`config.mk`:
```
export PLATFORM = sky130hd
export DESIGN_NAME = midi_timecode_message_decoder
export DESIGN_NICKNAME = d
export VERILOG_FILES = /design/src/mtcd_pkg.sv /design/src/midi_timecode_message_decoder.sv
export VERILOG_INCLUDE_DIRS = /design/src /design/src/src
export SDC_FILE = /design/constraint.sdc
export NUM_CORES = 1
export LEC_CHECK = 0
export ABC_AREA = 1
export CORE_MARGIN = 3
export CORE_UTILIZATION = 44
export DETAILED_ROUTE_END_ITERATION = 16
export DONT_BUFFER_PORTS = 1
export GPL_TIMING_DRIVEN = 0
export PLACE_DENSITY_LB_ADDON = 0.3
export SYNTH_ARGS = -nofsm -noshare
export SYNTH_HDL_FRONTEND = slang
export SYNTH_SLANG_ARGS = --single-unit
```
`constraint.sdc`:
```
create_clock -name i_clk -period 9.9 [get_ports i_clk]
set_input_delay 0.495 -clock i_clk [delete_from_list [all_inputs] [get_ports i_clk]]
set_output_delay 0.495 -clock i_clk [all_outputs]
set_load 0.005 [all_outputs]
```
`src/midi_timecode_message_decoder_assert.svh`:
```
// Assertion macros for the MIDI time code message decoder.
// Expects i_clk and i_rst_n in the scope of the including module.
`ifndef MIDI_TIMECODE_MESSAGE_DECODER_ASSERT_SVH
`define MIDI_TIMECODE_MESSAGE_DECODER_ASSERT_SVH

// Check that cond_a implies cond_b in the same cycle.
`define MTCD_ASSERT_SAME(label, cond_a, cond_b) \
    label: assert property (@(posedge i_clk) disable iff (!i_rst_n) \
        (cond_a) |-> (cond_b)) else $error("mtcd same-cycle check failed");

// Check that cond_a implies cond_b in the next cycle.
`define MTCD_ASSERT_NEXT(label, cond_a, cond_b) \
    label: assert property (@(posedge i_clk) disable iff (!i_rst_n) \
        (cond_a) |=> (cond_b)) else $error("mtcd next-cycle check failed");

`endif

```
`src/mtcd_pkg.sv`:
```
// Package for the MIDI time code message decoder: word types, message
// constants, event codes and the rate field mapping. No dependencies.
package mtcd_pkg;

    localparam int BufDepth = 11;
    localparam logic [3:0] CountMax = 4'd15;

    localparam logic [2:0] EV_TIMECODE = 3'd0;
    localparam logic [2:0] EV_QUARTER  = 3'd1;
    localparam logic [2:0] EV_PLAY     = 3'd2;
    localparam logic [2:0] EV_STOP     = 3'd3;
    localparam logic [2:0] EV_BAD      = 3'd4;
    localparam logic [2:0] EV_IGNORED  = 3'd5;

    localparam logic [7:0] ST_SYSEX       = 8'hF0;
    localparam logic [7:0] ST_QUARTER     = 8'hF1;
    localparam logic [7:0] ID_UNIVERSAL   = 8'h7F;
    localparam logic [7:0] TYPE_TIMECODE  = 8'h01;
    localparam logic [7:0] TYPE_MMC       = 8'h06;
    localparam logic [7:0] TC_FULL        = 8'h01;
    localparam logic [7:0] MMC_STOP       = 8'h01;
    localparam logic [7:0] MMC_PLAY       = 8'h02;
    localparam logic [7:0] MMC_LOCATE     = 8'h44;

    localparam logic [3:0] LEN_MIN_SYSEX  = 4'd4;
    localparam logic [3:0] LEN_TIMECODE   = 4'd10;
    localparam logic [3:0] LEN_MIN_MMC    = 4'd5;
    localparam logic [3:0] LEN_MIN_LOCATE = 4'd11;
    localparam logic [3:0] LEN_QUARTER    = 4'd2;

    localparam logic [2:0] RATE_2398  = 3'd0;
    localparam logic [2:0] RATE_24    = 3'd1;
    localparam logic [2:0] RATE_25    = 3'd2;
    localparam logic [2:0] RATE_2997  = 3'd3;
    localparam logic [2:0] RATE_30    = 3'd4;
    localparam logic [2:0] RATE_RESET = RATE_25;

    typedef struct packed {
        logic [7:0] msg_byte;
        logic       end_of_message;
    } t_in_word;

    typedef struct packed {
        logic [2:0] event_kind;
        logic [4:0] hours;
        logic [7:0] minutes;
        logic [7:0] seconds;
        logic [7:0] frames;
        logic [2:0] rate_code;
        logic [7:0] quarter_data;
    } t_out_word;

    function automatic logic [2:0] rate_from_field(input logic [2:0] field,
                                                   input logic       as_2398);
        logic [2:0] rate;
        unique case (field)
            3'd0:    rate = as_2398 ? RATE_2398 : RATE_24;
            3'd1:    rate = RATE_25;
            3'd2:    rate = RATE_2997;
            3'd3:    rate = RATE_30;
            default: rate = RATE_25;
        endcase
        return rate;
    endfunction

endpackage

```
`src/midi_timecode_message_decoder.sv`:
```
// MIDI time code message decoder: one MIDI byte per cycle in, one decoded
// result word out on the last byte of each message. Uses mtcd_pkg and the
// assertion macro header.
// The result word is registered: in the output register, or in the skid register while the output stalls.
// Throughput: one byte per cycle; input stalls only when the output register
// and the skid register both hold unread words.
// Reset (synchronous): count cleared, time code 00:00:00:00 at 25 fps,
// rate option cleared; the byte buffer is not cleared.
`include "midi_timecode_message_decoder_assert.svh"

module midi_timecode_message_decoder (
    input  logic                i_clk,
    input  logic                i_rst_n,
    input  logic                i_cfg_we,
    input  logic                i_cfg_data,
    input  logic                i_in_valid,
    output logic                o_in_stall,
    input  mtcd_pkg::t_in_word  i_in_word,
    output logic                o_out_valid,
    input  logic                i_out_stall,
    output mtcd_pkg::t_out_word o_out_word
);

    logic       r_as_2398;
    logic [3:0] r_count;
    logic [7:0] r_buf [0:mtcd_pkg::BufDepth-1];
    logic [4:0] r_hours;
    logic [7:0] r_minutes;
    logic [7:0] r_seconds;
    logic [7:0] r_frames;
    logic [2:0] r_rate;

    logic                r_out_valid;
    logic                r_skid_valid;
    mtcd_pkg::t_out_word r_out_word;
    mtcd_pkg::t_out_word r_skid_word;

    logic       in_acc;
    logic       res_valid;
    logic       out_free;
    logic [3:0] n_count;
    logic [3:0] len;
    logic [7:0] v_buf [0:mtcd_pkg::BufDepth-1];
    logic [4:0] n_hours;
    logic [7:0] n_minutes;
    logic [7:0] n_seconds;
    logic [7:0] n_frames;
    logic [2:0] n_rate;
    logic [2:0] n_kind;
    logic [7:0] n_qdata;
    logic       ld_en;
    logic [7:0] ld_hb;
    logic [7:0] ld_mb;
    logic [7:0] ld_sb;
    logic [7:0] ld_fb;
    mtcd_pkg::t_out_word n_res;

    assign in_acc    = i_in_valid && !o_in_stall;
    assign res_valid = in_acc && i_in_word.end_of_message;
    assign out_free  = !r_out_valid || !i_out_stall;

    assign o_in_stall  = r_skid_valid;
    assign o_out_valid = r_out_valid;
    assign o_out_word  = r_out_word;

    always_comb begin
        for (int k = 0; k < mtcd_pkg::BufDepth; k++) begin
            if (r_count == 4'(k)) begin
                v_buf[k] = i_in_word.msg_byte;
            end else begin
                v_buf[k] = r_buf[k];
            end
        end
        len = (r_count == mtcd_pkg::CountMax) ? r_count : r_count + 4'd1;
        if (i_in_word.end_of_message) begin
            n_count = 4'd0;
        end else begin
            n_count = len;
        end
    end

    always_comb begin
        n_hours   = r_hours;
        n_minutes = r_minutes;
        n_seconds = r_seconds;
        n_frames  = r_frames;
        n_rate    = r_rate;
        n_kind    = mtcd_pkg::EV_BAD;
        n_qdata   = 8'd0;
        ld_en     = 1'b0;
        ld_hb     = v_buf[5];
        ld_mb     = v_buf[6];
        ld_sb     = v_buf[7];
        ld_fb     = v_buf[8];

        priority if (v_buf[0] == mtcd_pkg::ST_SYSEX) begin
            priority if (len < mtcd_pkg::LEN_MIN_SYSEX) begin
                n_kind = mtcd_pkg::EV_BAD;
            end else if (v_buf[1] != mtcd_pkg::ID_UNIVERSAL) begin
                n_kind = mtcd_pkg::EV_IGNORED;
            end else if (v_buf[3] == mtcd_pkg::TYPE_TIMECODE) begin
                if (len == mtcd_pkg::LEN_TIMECODE && v_buf[4] == mtcd_pkg::TC_FULL) begin
                    ld_en  = 1'b1;
                    n_kind = mtcd_pkg::EV_TIMECODE;
                end
            end else if (v_buf[3] == mtcd_pkg::TYPE_MMC) begin
                priority if (len < mtcd_pkg::LEN_MIN_MMC) begin
                    n_kind = mtcd_pkg::EV_BAD;
                end else if (v_buf[4] == mtcd_pkg::MMC_STOP) begin
                    n_kind = mtcd_pkg::EV_STOP;
                end else if (v_buf[4] == mtcd_pkg::MMC_PLAY) begin
                    n_kind = mtcd_pkg::EV_PLAY;
                end else if (v_buf[4] == mtcd_pkg::MMC_LOCATE) begin
                    if (len >= mtcd_pkg::LEN_MIN_LOCATE) begin
                        ld_en  = 1'b1;
                        ld_hb  = v_buf[7];
                        ld_mb  = v_buf[8];
                        ld_sb  = v_buf[9];
                        ld_fb  = {3'd0, v_buf[10][4:0]};
                        n_kind = mtcd_pkg::EV_TIMECODE;
                    end
                end else begin
                    n_kind = mtcd_pkg::EV_BAD;
                end
            end else begin
                n_kind = mtcd_pkg::EV_BAD;
            end
        end else if (v_buf[0] == mtcd_pkg::ST_QUARTER) begin
            if (len == mtcd_pkg::LEN_QUARTER) begin
                n_kind  = mtcd_pkg::EV_QUARTER;
                n_qdata = v_buf[1];
                unique case (v_buf[1][7:4])
                    4'd0: n_frames  = {r_frames[7:4], v_buf[1][3:0]};
                    4'd1: n_frames  = {v_buf[1][3:0], r_frames[3:0]};
                    4'd2: n_seconds = {r_seconds[7:4], v_buf[1][3:0]};
                    4'd3: n_seconds = {v_buf[1][3:0], r_seconds[3:0]};
                    4'd4: n_minutes = {r_minutes[7:4], v_buf[1][3:0]};
                    4'd5: n_minutes = {v_buf[1][3:0], r_minutes[3:0]};
                    4'd6: n_hours   = {r_hours[4], v_buf[1][3:0]};
                    4'd7: begin
                        n_hours = {v_buf[1][0], r_hours[3:0]};
                        n_rate  = mtcd_pkg::rate_from_field({1'b0, v_buf[1][2:1]},
                                                            r_as_2398);
                    end
                    default: n_hours = r_hours;
                endcase
            end
        end else begin
            n_kind = mtcd_pkg::EV_BAD;
        end

        if (ld_en) begin
            n_rate    = mtcd_pkg::rate_from_field(ld_hb[7:5], r_as_2398);
            n_hours   = ld_hb[4:0];
            n_minutes = ld_mb;
            n_seconds = ld_sb;
            n_frames  = ld_fb;
        end

        n_res.event_kind   = n_kind;
        n_res.hours        = n_hours;
        n_res.minutes      = n_minutes;
        n_res.seconds      = n_seconds;
        n_res.frames       = n_frames;
        n_res.rate_code    = n_rate;
        n_res.quarter_data = n_qdata;
    end

    always_ff @(posedge i_clk) begin
        if (!i_rst_n) begin
            r_as_2398 <= 1'b0;
            r_count   <= 4'd0;
            r_hours   <= 5'd0;
            r_minutes <= 8'd0;
            r_seconds <= 8'd0;
            r_frames  <= 8'd0;
            r_rate    <= mtcd_pkg::RATE_RESET;
        end else begin
            if (i_cfg_we) begin
                r_as_2398 <= i_cfg_data;
            end
            if (in_acc) begin
                r_count <= n_count;
            end
            if (res_valid) begin
                r_hours   <= n_hours;
                r_minutes <= n_minutes;
                r_seconds <= n_seconds;
                r_frames  <= n_frames;
                r_rate    <= n_rate;
            end
        end
    end

    always_ff @(posedge i_clk) begin
        if (in_acc) begin
            for (int k = 0; k < mtcd_pkg::BufDepth; k++) begin
                if (r_count == 4'(k)) begin
                    r_buf[k] <= i_in_word.msg_byte;
                end
            end
        end
    end

    always_ff @(posedge i_clk) begin
        if (!i_rst_n) begin
            r_out_valid  <= 1'b0;
            r_skid_valid <= 1'b0;
        end else begin
            if (out_free) begin
                if (r_skid_valid) begin
                    r_out_valid  <= 1'b1;
                    r_skid_valid <= 1'b0;
                end else begin
                    r_out_valid <= res_valid;
                end
            end else if (res_valid) begin
                r_skid_valid <= 1'b1;
            end
        end
    end

    always_ff @(posedge i_clk) begin
        if (out_free) begin
            r_out_word <= r_skid_valid ? r_skid_word : n_res;
        end else if (res_valid) begin
            r_skid_word <= n_res;
        end
    end

    `MTCD_ASSERT_SAME(a_skid_implies_out, r_skid_valid, r_out_valid)
    `MTCD_ASSERT_NEXT(a_count_clears, res_valid, r_count == 4'd0)
    `MTCD_ASSERT_NEXT(a_no_spurious_word, in_acc && !i_in_word.end_of_message && !r_out_valid, !r_out_valid)
    `MTCD_ASSERT_SAME(a_kind_range, r_out_valid, r_out_word.event_kind <= mtcd_pkg::EV_IGNORED)

endmodule
```
==> impl_metrics.yaml <==
cts:
  cts_inserted_buffers: 22
  htreeDepth: 1
  postCtsSetupRepairBufs: 0
  cts_sinks: 202
  cts.clk_slew.worst_paths_ps: 60
  clk_latency_ps: 510
  cts_tree: "yes"
  root_buffer: "clkbuf_16"
  post_cts_resized: 0
  clk_path_buf_depth: 3
  holdBufCountCts: 0
sta:
  fin_crit_sh: 0.343
  finalMaxSlewViolations: 0
  relSlewSlack: 0.245
  hold_viol: 0
  fin_hold_ws_ps: 71.8
  tns_ps: 0
  finalCriticalPeriod_ps: 3400
  tightest_slew_ps: 1120
  fin_skew_ps: 21.3
  rsz0062_at_grt: "false"
  finalSetupViolations: 0
  max_freq_mhz: 294
  layout_setup_ws_ps: 6500
setup_path:
  worstPathCellList: "inv_1, ha_1, buf_2, buf_2, inv_1, nor2_1, inv_1, clkbuf_1, o21ai_0, nand2_1, nand2_1, nand3_1, nand3_1, nand2_1, nand2_1, nand2_1"
  cp.required_ps: 10170
  cp-end-kind: "flop"
  max_stage_delay_ps: 440
  cp_top_family: "buffers and inverters"
  slowest_stage: "nor2_1"
  worstPathArrival_ps: 3670
  crit_buf_inv: 6
  worstPathMaxFanout: 10
  crit-reg2reg-launch: "r_count[1]"
  crit_path_start_kind: "flop"
  setup.worst_path.class: "flop to flop"
  critPathLaunch: "r_count[1]"
  cp_common_cell: "nand2_1"
cells_and_area:
  nets: 1149
  n_antenna_cell: 0
  multi_input_area_um2: 3600
  final_cells: 1422
  drive_above_1_share: 0.0823
  final_util: 0.498
  regArea_um2: 5680
  fillers: 2053
  mostFrequentLayoutCells: "317 x nand2_1, 163 x edfxtp_1, 113 x o21ai_0"
  layout_commonest_cell: "nand2_1"
  area_growth_pct: 10.5
floorplan:
  fp-row-count: 54
  die_x_um: 156
  initial_core_util: 0.451
  io-pin-count: 60
  fp.dieH_um: 156
  dieArea_um2: 24300
  core-area_um2: 22000
min_path:
  hold_class: "primary input to flop"
  hold_start: "i_cfg_we"
power_and_ir_drop:
  powerDensity_nw_per_um2: 163
  ir_drop_v: 0.000135
  p_leak_nw: 4.52
yosys:
  synth_nets: 1123
  ys_ff_latch: 202
  synth_area_um2: 9900
  avgSynthCellArea_um2: 8.99
  synth_edf_count: 163
  synth_cell_types: 37
  synthCells: 1101
  ys_dominant_reg_cell: "edfxtp_1"
  synth-seq-area-share: 0.573
  async_reset_ff_frac: 0
  synth_warnings: 0
global_routing:
  grt_pass1_vias: 7054
  grt_max_degree: 34
  grt-ovfl-total: 0
  grt_pass1_wl_um: 40300
  grt_usage: 0.213
  grt_antenna_before_repair: 0
drt:
  wl_um: 26100
  drtIter0Drc: 708
  vias: 7666
  drc: 0
  antenna_left: 0
  via_per_inst: 5.39
  firstDrtPassIters: 5
  avgRoutedWirePerCell_um: 18.3
placed_design:
  place_inst: 1383
  hpwl_um: 18700
  place.port_buffers: 0
  gp_congestion: 0.943
  pre_cts_slack_ps: 6550
run_status:
  outcome: "finished, final reports clean"
job:
  maxCapViolations: 0
power by group:
part | switching (W) | internal, W
logic | 0.0000637 | 0.0000262
registers | 0.0000124 | 0.000946
clock network | 0.000320 | 0.000411
through the flow:
stage               cell area, µm²  total power (W)
finish                       10900          0.00178
global route                 10900          0.00184
CTS                          10900          0.00179
detailed placement           10300          0.00106
global placement             10200          0.00106
floorplan                     9900          0.00104
Yosys cell counts, types with 2 or more instances:
cell type,instances,area [µm²]
clkbuf_1,26,97.6
buf_2,15,75.1
nand2_4,6,67.6
nor2_1,91,342
nor2_4,2,22.5
nand4_1,3,18.8
o21bai_1,19,143
o211ai_2,4,50.1
nand3_2,2,20.0
clkinv_1,2,7.51
a31oi_1,15,93.8
inv_2,6,22.5
o21ai_1,8,40.0
or2_2,3,18.8
nand2_1,318,1190
inv_1,91,342
nand2_2,6,37.5
dfxtp_1,39,781
o211ai_1,21,158
a21oi_1,24,120
o21ai_0,113,566
ha_1,7,87.6
nor2_2,4,25.0
nor3_1,11,55.1
edfxtp_1,163,4890
nand3_1,85,425
buf_6,7,78.8
area by class of cell:
type,instances,area share
inverter,100,0.0346
buffer,48,0.0230
multi-input combinational,751,0.330
tap,280,0.0320
timing repair buffer,2,0.00366
clock inverter,9,0.00503
sequential,202,0.519
clock buffer,30,0.0531
cell families after synthesis:
logic type	count (synthesis)	synth area share
flops	202	0.573
fa+ha+maj	7	0.00885
mux	1	0.00114
simple gates	535	0.231
compound gates	208	0.122
buf+inv	148	0.0636
per-layer routing:
metal	share of wire	vias to the layer above	GRT usage
met5	0	-	0
met3	0.085	50	0.0405
met4	0.027	0	0.0563
li1	-	3782	-
met1	0.45	3500	0.309
met2	0.44	334	0.329
registers in the layout (all words and copies together) (netlist names):
register,flops
r_buf,77
o_out_word,43
r_skid_word,43
r_frames,8
r_minutes,8
r_seconds,8
r_hours,5
r_count,4
r_rate,3
o_in_stall,1
o_out_valid,1
r_as_2398,1
worst paths after layout:
kind,to,slack [ps],cells after the start
min reg2reg,r_rate[1],480,2
max reg2reg,o_out_word[9],6500,16
max,o_out_word[9],6500,16
min,r_as_2398,70,1
(Power assumes the default switching activity.)
